### src/sv/sce_pkg.sv
// Shared types and constants for the system coprocessor exception unit.
package sce_pkg;

    localparam logic [1:0] OP_WRITE = 2'd0;
    localparam logic [1:0] OP_READ  = 2'd1;
    localparam logic [1:0] OP_ENTER = 2'd2;
    localparam logic [1:0] OP_RFE   = 2'd3;

    localparam logic [1:0] ST_OK      = 2'd0;
    localparam logic [1:0] ST_IGNORED = 2'd1;
    localparam logic [1:0] ST_BAD_REG = 2'd2;

    localparam logic [4:0] REG_BPC   = 5'd3;
    localparam logic [4:0] REG_BDA   = 5'd5;
    localparam logic [4:0] REG_JDEST = 5'd6;
    localparam logic [4:0] REG_DCIC  = 5'd7;
    localparam logic [4:0] REG_BADV  = 5'd8;
    localparam logic [4:0] REG_BDAM  = 5'd9;
    localparam logic [4:0] REG_BPCM  = 5'd11;
    localparam logic [4:0] REG_SR    = 5'd12;
    localparam logic [4:0] REG_CAUSE = 5'd13;
    localparam logic [4:0] REG_EPC   = 5'd14;
    localparam logic [4:0] REG_PRID  = 5'd15;

    localparam logic [31:0] PROC_ID    = 32'd2;
    localparam logic [31:0] VEC_BOOT   = 32'hBFC0_0180;
    localparam logic [31:0] VEC_NORMAL = 32'h8000_0080;
    localparam logic [31:0] PC_STEP    = 32'd4;
    localparam int          SR_BEV_BIT = 22;
    localparam int          CAUSE_BD_BIT = 31;

    typedef struct packed {
        logic [1:0]  mode;
        logic [4:0]  reg_index;
        logic [31:0] write_value;
        logic [4:0]  exception_code;
        logic [31:0] fault_pc;
        logic        in_delay_slot;
    } in_word_t;

    typedef struct packed {
        logic [31:0] read_data;
        logic [31:0] handler_address;
        logic [1:0]  access_status;
    } out_word_t;

endpackage

### src/sv/system_coprocessor_exception_unit.sv
// System coprocessor: status, cause and EPC registers with exception entry and return.
//
// Input channel (in_valid, in_stall, in_word) carries one operation per word:
// register write, register read, exception entry or return from exception.
// Output channel (out_valid, out_stall, out_word) returns exactly one result
// word per input word, in order.
// Structure: input register, then the register update and result logic, then
// the result register. out_valid rises once a word moves from the input
// register into the result register; out_stall can hold that move off.
// Throughput is one word per cycle while the output is not stalled; the status,
// cause and EPC registers are updated in the same cycle a word moves from the
// input register to the result register, so the next word sees the new state.
// When the receiver holds out_stall, the result register holds its word and
// the input register keeps at most one more word; in_stall rises only when
// both are full. Nothing is lost or repeated.
// Reset clears status, cause and EPC to zero and empties both stages.
module system_coprocessor_exception_unit (
    input  logic                clk,
    input  logic                rst_n,
    input  logic                in_valid,
    output logic                in_stall,
    input  sce_pkg::in_word_t   in_word,
    output logic                out_valid,
    input  logic                out_stall,
    output sce_pkg::out_word_t  out_word
);
    import sce_pkg::*;

    logic        s1_valid_reg;
    in_word_t    s1_word_reg;
    logic        out_valid_reg;
    out_word_t   out_word_reg;
    logic [31:0] status_reg;
    logic [31:0] cause_reg;
    logic [31:0] epc_reg;

    logic [31:0] status_next;
    logic [31:0] cause_next;
    logic [31:0] epc_next;
    out_word_t   result_next;
    logic        advance;

    assign advance  = s1_valid_reg && (!out_valid_reg || !out_stall);
    assign in_stall = s1_valid_reg && !advance;

    always_comb
    begin
        status_next = status_reg;
        cause_next  = cause_reg;
        epc_next    = epc_reg;
        result_next = '0;
        case (s1_word_reg.mode)
            OP_WRITE:
            begin
                case (s1_word_reg.reg_index) inside
                    REG_BPC, REG_BDA, REG_JDEST, REG_DCIC, REG_BDAM, REG_BPCM:
                        result_next.access_status =
                            (s1_word_reg.write_value != '0) ? ST_IGNORED : ST_OK;
                    REG_SR:
                        status_next = s1_word_reg.write_value;
                    REG_CAUSE:
                        cause_next[9:8] = s1_word_reg.write_value[9:8];
                    default:
                        result_next.access_status = ST_BAD_REG;
                endcase
            end
            OP_READ:
            begin
                case (s1_word_reg.reg_index) inside
                    REG_JDEST, REG_DCIC, REG_BADV:
                        result_next.access_status = ST_IGNORED;
                    REG_SR:    result_next.read_data = status_reg;
                    REG_CAUSE: result_next.read_data = cause_reg;
                    REG_EPC:   result_next.read_data = epc_reg;
                    REG_PRID:  result_next.read_data = PROC_ID;
                    default:
                        result_next.access_status = ST_BAD_REG;
                endcase
            end
            OP_ENTER:
            begin
                // push the kernel/interrupt mode stack by one level
                status_next[5:0] = {status_reg[3:0], 2'b00};
                cause_next[6:2]  = s1_word_reg.exception_code;
                cause_next[CAUSE_BD_BIT] = s1_word_reg.in_delay_slot;
                epc_next = s1_word_reg.in_delay_slot
                         ? s1_word_reg.fault_pc - PC_STEP
                         : s1_word_reg.fault_pc;
                result_next.handler_address =
                    status_reg[SR_BEV_BIT] ? VEC_BOOT : VEC_NORMAL;
            end
            OP_RFE:
            begin
                // pop the mode stack; bits 5:4 keep their value
                status_next[3:0] = status_reg[5:2];
            end
            default:
            begin
                result_next = '0;
            end
        endcase
    end

    always_ff @(posedge clk or negedge rst_n)
    begin
        if (!rst_n)
        begin
            s1_valid_reg  <= 1'b0;
            out_valid_reg <= 1'b0;
            status_reg    <= '0;
            cause_reg     <= '0;
            epc_reg       <= '0;
        end
        else
        begin
            if (in_valid && !in_stall)
                s1_valid_reg <= 1'b1;
            else if (advance)
                s1_valid_reg <= 1'b0;

            if (advance)
                out_valid_reg <= 1'b1;
            else if (!out_stall)
                out_valid_reg <= 1'b0;

            if (advance)
            begin
                status_reg <= status_next;
                cause_reg  <= cause_next;
                epc_reg    <= epc_next;
            end
        end
    end

    always_ff @(posedge clk)
    begin
        if (in_valid && !in_stall)
            s1_word_reg <= in_word;
        if (advance)
            out_word_reg <= result_next;
    end

    assign out_valid = out_valid_reg;
    assign out_word  = out_word_reg;

    a_advance_fills_out: assert property (@(posedge clk) disable iff (!rst_n)
        advance |=> out_valid_reg)
        else $error("result register not loaded after advance");

    a_stall_needs_word: assert property (@(posedge clk) disable iff (!rst_n)
        in_stall |-> (s1_valid_reg && out_valid_reg && out_stall))
        else $error("input stalled without a full pipeline");

    a_status_code: assert property (@(posedge clk) disable iff (!rst_n)
        out_valid_reg |-> (out_word_reg.access_status == ST_OK
                           || out_word_reg.access_status == ST_IGNORED
                           || out_word_reg.access_status == ST_BAD_REG))
        else $error("bad access status");

    a_rfe_keeps_top: assert property (@(posedge clk) disable iff (!rst_n)
        advance && s1_word_reg.mode == OP_RFE
        |=> status_reg[5:4] == $past(status_reg[5:4]))
        else $error("return from exception changed mode stack top");

    a_enter_vector: assert property (@(posedge clk) disable iff (!rst_n)
        advance && s1_word_reg.mode == OP_ENTER
        |=> (out_word_reg.handler_address == VEC_BOOT
             || out_word_reg.handler_address == VEC_NORMAL))
        else $error("exception entry without a handler vector");

endmodule
### config.mk
export PLATFORM = sky130hd
export DESIGN_NAME = system_coprocessor_exception_unit
export DESIGN_NICKNAME = d
export VERILOG_FILES = /design/src/sv/sce_pkg.sv /design/src/sv/system_coprocessor_exception_unit.sv
export SDC_FILE = /design/constraint.sdc
export NUM_CORES = 1
export LEC_CHECK = 0
export ABC_AREA = 0
export BUFFER_PORTS_ARGS = -buffer_cell sky130_fd_sc_hd__buf_2
export CORE_UTILIZATION = 29
export DETAILED_ROUTE_END_ITERATION = 8
export GPL_ROUTABILITY_DRIVEN = 0
export PLACE_DENSITY = 0.45
export SYNTH_ARGS = -nofsm -noshare
export SYNTH_HDL_FRONTEND = slang
export SYNTH_SLANG_ARGS = --single-unit
### constraint.sdc
create_clock -name clk -period 5.18 [get_ports clk]
set_clock_uncertainty 0.1 [all_clocks]
set_input_delay 0.259 -clock clk [delete_from_list [all_inputs] [get_ports clk]]
set_output_delay 0.259 -clock clk [all_outputs]
set_load 0.01 [all_outputs]
## Yosys cells after proc, flatten, opt, wreduce, memory -nomap -nowiden

Index checks and enable logic that the tools add are counted.

| storage, ports and cells | value |
|---|---|
| output and inout bits | 68 |
| register bits after elaboration | 217 |
| logic and storage cells | 83 |
| bits of input ports | 81 |

| operators by class | value |
|---|---|
| equal/unequal tests | 17 |
| bitwise gates (word level) | 3 |
| add/sub/neg operators | 1 |
| reduce and logical (&&, ||, !) cells | 21 |
| mux-type cells | 24 |

Operator list:

| cell | count |
|---|---|
| 32-bit 2-to-1 mux | 4 |
| 5-bit by 4-bit == test with 1-bit output, second input constant | 7 |
| 32-bit nonzero test | 1 |
| 32-bit by 3-bit subtractor with 32-bit output, second input constant | 1 |
| 30-bit 2-to-1 mux | 1 |
| 2-bit 2-to-1 mux | 9 |
| 5-bit by 3-bit == test with 1-bit output, second input constant | 3 |
| 6-bit 2-to-1 mux | 2 |
| 4-bit one-hot mux with 3 select lines | 1 |
| 4-bit AND reduction | 3 |
| 2-bit one-hot mux with 2 select lines | 2 |
| 6-bit OR reduction | 1 |
| 5-bit by 2-bit == test with 1-bit output, second input constant | 1 |
| 1-bit 2-to-1 mux | 5 |
| 5-bit AND reduction | 1 |
| 2-bit == test, second input constant | 2 |
| 1-bit logical NOT | 4 |
| 2-bit != test, second input constant | 2 |
| 2-bit nonzero test | 2 |
| 4-bit OR reduction | 1 |
| 1-bit logical AND | 3 |
| 1-bit inverter | 3 |
| 3-bit nonzero test | 1 |
| 3-bit OR reduction | 1 |
| 5 further kinds | 5 |

## Longest topological paths before layout

| depth | value |
|---|---|
| word-level depth | 8 |
| depth in mapped cells | 7 |
| depth with buffers taken out | 6 |

## Worst setup path before layout

OpenSTA, ideal clock, no wires.

| path | value |
|---|---|
| path kind | reg-to-reg |
| start point | register out_valid_reg (netlist: out_valid) |
| end point | register status_reg[22] |
| period minus slack after synthesis | 3.671 ns |
| setup time | 0.128 ns |
| path buffers | 1 |
| data arrival time | 3.443 ns |
| setup slack | 1.509 ns |
| cell stages (with the launch flop) | 6 |
| cell sequence | dfrtp_1 -> a21boi_1 -> nor3b_1 -> nand3b_1 -> buf_2 -> mux2_1 |

| between the ends | value |
|---|---|
| longest elaborated chain between the ends | 4 |

Ends and longest elaborated chain:

| element | line | RTL |
|---|---|---|
| start: declaration | system_coprocessor_exception_unit.sv:31 | `logic out_valid_reg;` |
| start signal: assignment | system_coprocessor_exception_unit.sv:109 | `out_valid_reg <= 1'b0;` |
| start signal: assignment | system_coprocessor_exception_unit.sv:122 | `out_valid_reg <= 1'b1;` |
| start signal: assignment | system_coprocessor_exception_unit.sv:124 | `out_valid_reg <= 1'b0;` |
| 1-bit logical NOT | system_coprocessor_exception_unit.sv:43 | `assign advance = s1_valid_reg && (!out_valid_reg \|\| !out_stall);` |
| 1-bit logical OR | system_coprocessor_exception_unit.sv:43 |  |
| 1-bit logical AND | system_coprocessor_exception_unit.sv:43 |  |
| via advance | system_coprocessor_exception_unit.sv:41 | `logic advance;` |
| 4-bit AND reduction (no line) | -- |  |
| end signal: assignment | system_coprocessor_exception_unit.sv:128 | `status_reg <= status_next;` |
| end: declaration | system_coprocessor_exception_unit.sv:33 | `logic [31:0] status_reg;` |

The timed path passes the listed nets, and every way through them passes these cells.
A chain may end at the register's enable or synchronous reset.

## Final worst setup path

| path | value |
|---|---|
| start point | register s1_word_reg[70] (netlist bit) |
| end point | register out_word_reg (netlist bit out_word[38]) (data pin) |

| between the ends | value |
|---|---|
| longest elaborated chain between the ends | 4 |

Ends and longest elaborated chain:

| element | line | RTL |
|---|---|---|
| start: declaration | system_coprocessor_exception_unit.sv:30 | `in_word_t s1_word_reg;` |
| start signal: assignment | system_coprocessor_exception_unit.sv:138 | `s1_word_reg <= in_word;` |
| 5-bit by 4-bit == test with 1-bit output (no line) | -- |  |
| 32-bit 2-to-1 mux (3 in a row) | system_coprocessor_exception_unit.sv:69 | `case (s1_word_reg.reg_index) inside` |
| end signal: assignment | system_coprocessor_exception_unit.sv:140 | `out_word_reg <= result_next;` |
| end: declaration | system_coprocessor_exception_unit.sv:32 | `out_word_t out_word_reg;` |

Several ways; a longest one is shown, not always the timed one.

==> flow_results.xml <==
<?xml version="1.0" encoding="UTF-8"?>
<metrics>
  <group name="clock_network">
    <metric name="clock_tree.buffer_depth" unit="">2</metric>
    <metric name="post-cts-setup-buffer-count" unit="">0</metric>
    <metric name="number_of_instances_resized_during_post_cts_repair" unit="">0</metric>
    <metric name="post_cts_hold_buffer_count" unit="">79</metric>
    <metric name="cts_num_sinks" unit="">187</metric>
    <metric name="cts_tree" unit="">built</metric>
    <metric name="cts_max_level" unit="">4</metric>
    <metric name="cts_made_buffers" unit="">17</metric>
    <metric name="clkLatencyLatePin" unit="ns">0.43</metric>
    <metric name="worst_setup_hold_path_clk_slew" unit="ns">0.07</metric>
    <metric name="clk_root_buffer_cell" unit="">clkbuf_16</metric>
  </group>
  <group name="global_routing">
    <metric name="globalRouteTotalUtil" unit="%">14.0</metric>
    <metric name="antenna_found_initial" unit="">0</metric>
    <metric name="vias_in_the_first_global_route" unit="">5263</metric>
    <metric name="largest_net_degree_at_the_start_of_global_routing" unit="">78</metric>
    <metric name="grt-ovfl-total" unit="">0</metric>
    <metric name="grt_first_pass_wirelength" unit="um">29400</metric>
  </group>
  <group name="sta">
    <metric name="slew_violations" unit="">0</metric>
    <metric name="final_period_minus_worst_setup_slack" unit="ns">2.81</metric>
    <metric name="timing.max_slew.rel_slack" unit="%">19.9</metric>
    <metric name="period_share" unit="%">54.2</metric>
    <metric name="finalHoldWorstSlack" unit="ns">0.0208</metric>
    <metric name="final-setup-viol-count" unit="">0</metric>
    <metric name="fin_ws" unit="ns">2.37</metric>
    <metric name="grt_setup_unrepaired" unit="">false</metric>
    <metric name="final_hold_violation_count" unit="">0</metric>
    <metric name="worst_pin_slew" unit="ns">1.20</metric>
    <metric name="maxClockFrequency" unit="MHz">356</metric>
    <metric name="totalNegativeSetupSlack" unit="ns">0</metric>
  </group>
  <group name="synthesis">
    <metric name="syn-cell-area" unit="sq um">7760</metric>
    <metric name="synth_cell_type_count" unit="">48</metric>
    <metric name="netlist_instances" unit="">587</metric>
    <metric name="biggest_area_consumer_among_synthesized_cells" unit="">edfxtp_1</metric>
    <metric name="post_synthesis_sequential_element_count" unit="">187</metric>
    <metric name="synthesis_warning_total" unit="">0</metric>
    <metric name="syn-mean-instance-area" unit="sq um">13.2</metric>
    <metric name="synth_sequential_area_ratio" unit="%">67.5</metric>
    <metric name="synth_top_flop_cell" unit="">edfxtp_1</metric>
    <metric name="synth.top_cell.area_share" unit="%">43.7</metric>
    <metric name="synth_area_leaders" unit="">edfxtp_1 44%, dfrtp_1 24%, mux2_2 3.9%, buf_4 2.9%, nor2_1 2.8%</metric>
    <metric name="ys_async_sr_fraction" unit="%">39.6</metric>
    <metric name="synth_enable_flop_cells" unit="">113</metric>
  </group>
  <group name="placed_design">
    <metric name="port_buf_inserts" unit="">127</metric>
    <metric name="dp_hpwl" unit="um">12700</metric>
    <metric name="dp_worst_setup_slack" unit="ns">2.35</metric>
  </group>
  <group name="power_and_ir_drop">
    <metric name="power.static_leakage" unit="nW">3.97</metric>
    <metric name="power_density" unit="nW/um^2">361</metric>
    <metric name="maximum_resistive_drop_on_vdd" unit="V">0.000205</metric>
  </group>
  <group name="flow_run">
    <metric name="max-cap-violations" unit="">0</metric>
  </group>
  <group name="finish">
    <metric name="flip_flop_count_of_the_largest_register_all_copies_and_words_added" unit="">77</metric>
    <metric name="nNetsFinal" unit="">861</metric>
    <metric name="mostFrequentLayoutCells" unit="">127 x buf_2, 113 x edfxtp_1, 79 x dlygate4sd3_1, 74 x dfrtp_1, 57 x nor2_1</metric>
    <metric name="area_growth_syn_to_layout" unit="%">29.5</metric>
    <metric name="leading_cell_type_in_the_layout_fill_and_taps_excluded" unit="">buf_2</metric>
    <metric name="post_route_cells_drive_above_1_share" unit="%">25.4</metric>
    <metric name="n_antenna_cell" unit="">0</metric>
  </group>
  <group name="critical_path">
    <metric name="critical_path_arrival" unit="ns">2.83</metric>
    <metric name="crit_path_start_kind" unit="">register</metric>
    <metric name="ff2ff_setup_slack" unit="ns">2.37</metric>
    <metric name="worst-setup-path-type" unit="">register to register</metric>
    <metric name="critPathCaptureType" unit="">register</metric>
    <metric name="cp_slowest_stage_delay" unit="ns">0.96</metric>
    <metric name="crit_required" unit="ns">5.20</metric>
    <metric name="crit_fanout" unit="">32</metric>
    <metric name="cell_family_contributing_the_most_delay_on_the_critical_path" unit="">simple AND/OR/NAND/NOR gates</metric>
    <metric name="worstPathCellList" unit="">or4b_1 &gt; a21oi_1 &gt; or3_1 &gt; nor2_1</metric>
    <metric name="cp_slowest_cell" unit="">or3_1</metric>
    <metric name="path_buf_inv" unit="">0</metric>
  </group>
  <group name="detailed_routing">
    <metric name="wire_per_inst" unit="um">16.3</metric>
    <metric name="detailedRoute.firstIterationViolations" unit="">333</metric>
    <metric name="antenna_violating_nets_post_route" unit="">0</metric>
    <metric name="drcViolationCount" unit="">28</metric>
    <metric name="post_drt_via_cell_ratio" unit="">4.67</metric>
    <metric name="vias" unit="">5262</metric>
    <metric name="number_of_detailed_routing_iterations_run_before_antenna_repair" unit="">9</metric>
    <metric name="route.final.wire_length" unit="um">18400</metric>
  </group>
  <group name="floorplan">
    <metric name="design.die.area" unit="sq um">27400</metric>
    <metric name="initial_core_util" unit="%">29.7</metric>
    <metric name="core_region_area" unit="sq um">26100</metric>
    <metric name="io_pins" unit="">149</metric>
    <metric name="fp_rows" unit="">59</metric>
    <metric name="die_width" unit="um">166</metric>
    <metric name="die_y" unit="um">166</metric>
  </group>
  <group name="run_status">
    <metric name="run_status" unit="">finished with violations</metric>
    <metric name="violations" unit="">DRC</metric>
  </group>
  <group name="min_path">
    <metric name="min-delay-path-class" unit="">primary input to register</metric>
  </group>
</metrics>
[stage by stage]
stage,std cells,instance area (sq um),power [mW],utilization (%)
6_report,1127,10100,3.62,38.5
4_1_cts,1127,10100,3.67,38.5
2_1_floorplan,607,7840,2.07,-
3_5_place_dp,1016,8630,2.22,33.0
3_3_place_gp,1016,8630,2.21,33.0
5_1_grt,1127,10100,3.77,38.5
[where the power goes]
part / internal [mW] / leakage (nW) / total [mW] / switching (mW)
clock network: 0.855 / 0.300 / 1.40 / 0.542
logic: 0.165 / 1.64 / 0.334 / 0.169
registers: 1.76 / 2.03 / 1.89 / 0.133
[cell families after synthesis]
| logic type | Yosys count | synth area share, % |
|---|---|---|
| adder cells (fa/ha/maj) | 1 | 0.161 |
| multiplexers | 39 | 5.62 |
| other | 1 | 0.0483 |
| buffers and inverters | 69 | 4.93 |
| XOR/XNOR | 13 | 1.47 |
| flip-flops | 187 | 67.5 |
| AO/OA/AOI/OAI | 91 | 8.07 |
| AND/OR/NAND/NOR | 186 | 12.1 |
[cell type report]
cell class | count | area [sq um]
Fill cell | 2551 | 16100
Sequential cell | 187 | 5250
Multi-Input combinational cell | 351 | 2240
Timing Repair Buffer | 215 | 1490
Clock buffer | 20 | 437
Tap cell | 335 | 419
Clock inverter | 12 | 196
Inverter | 7 | 26.3
[final timing paths]
check,endpoint,cells after the start,start
max,out_word[38],4,s1_word_reg[70]
min reg2reg,epc_reg[0],2,s1_word_reg[1]
max in group asynchronous,status_reg[28],3,rst_n
max reg2reg,out_word[38],4,s1_word_reg[70]
min in group asynchronous,s1_valid_reg,3,rst_n
min,out_valid,2,out_stall
[synthesized netlist by cell type (all sizes together), types with 2 or more instances]
cell    instances
a21oi           4
nand3b          6
nand4           4
nor2           57
a31oi          15
or2             4
o41ai           2
nor3b           3
buf            33
edfxtp        113
xor2            2
or3            10
mux2           37
xnor2          11
nand3           5
nor4           20
clkbuf         29
a22oi          23
mux2i           2
or4            14
a222oi          8
o211ai          3
nand2b          2
o21ai          22
or4b            3
and2            4
nor3            4
inv             7
dfrtp          74
o31ai           8
nand2          47
[routing by layer]
| metal | global-route usage, % | vias to the layer above | wire (um) | part of all wire (%) |
|---|---|---|---|---|
| met4 | 5.69 | 0 | 374 | 2.0 |
| met3 | 2.46 | 24 | 819 | 4.4 |
| met2 | 22.3 | 171 | 8620 | 47 |
| met5 | 0 | - | 0 | 0 |
| met1 | 18.8 | 2540 | 8600 | 47 |
| li1 | - | 2527 | - | - |
(Power assumes the default switching activity.)
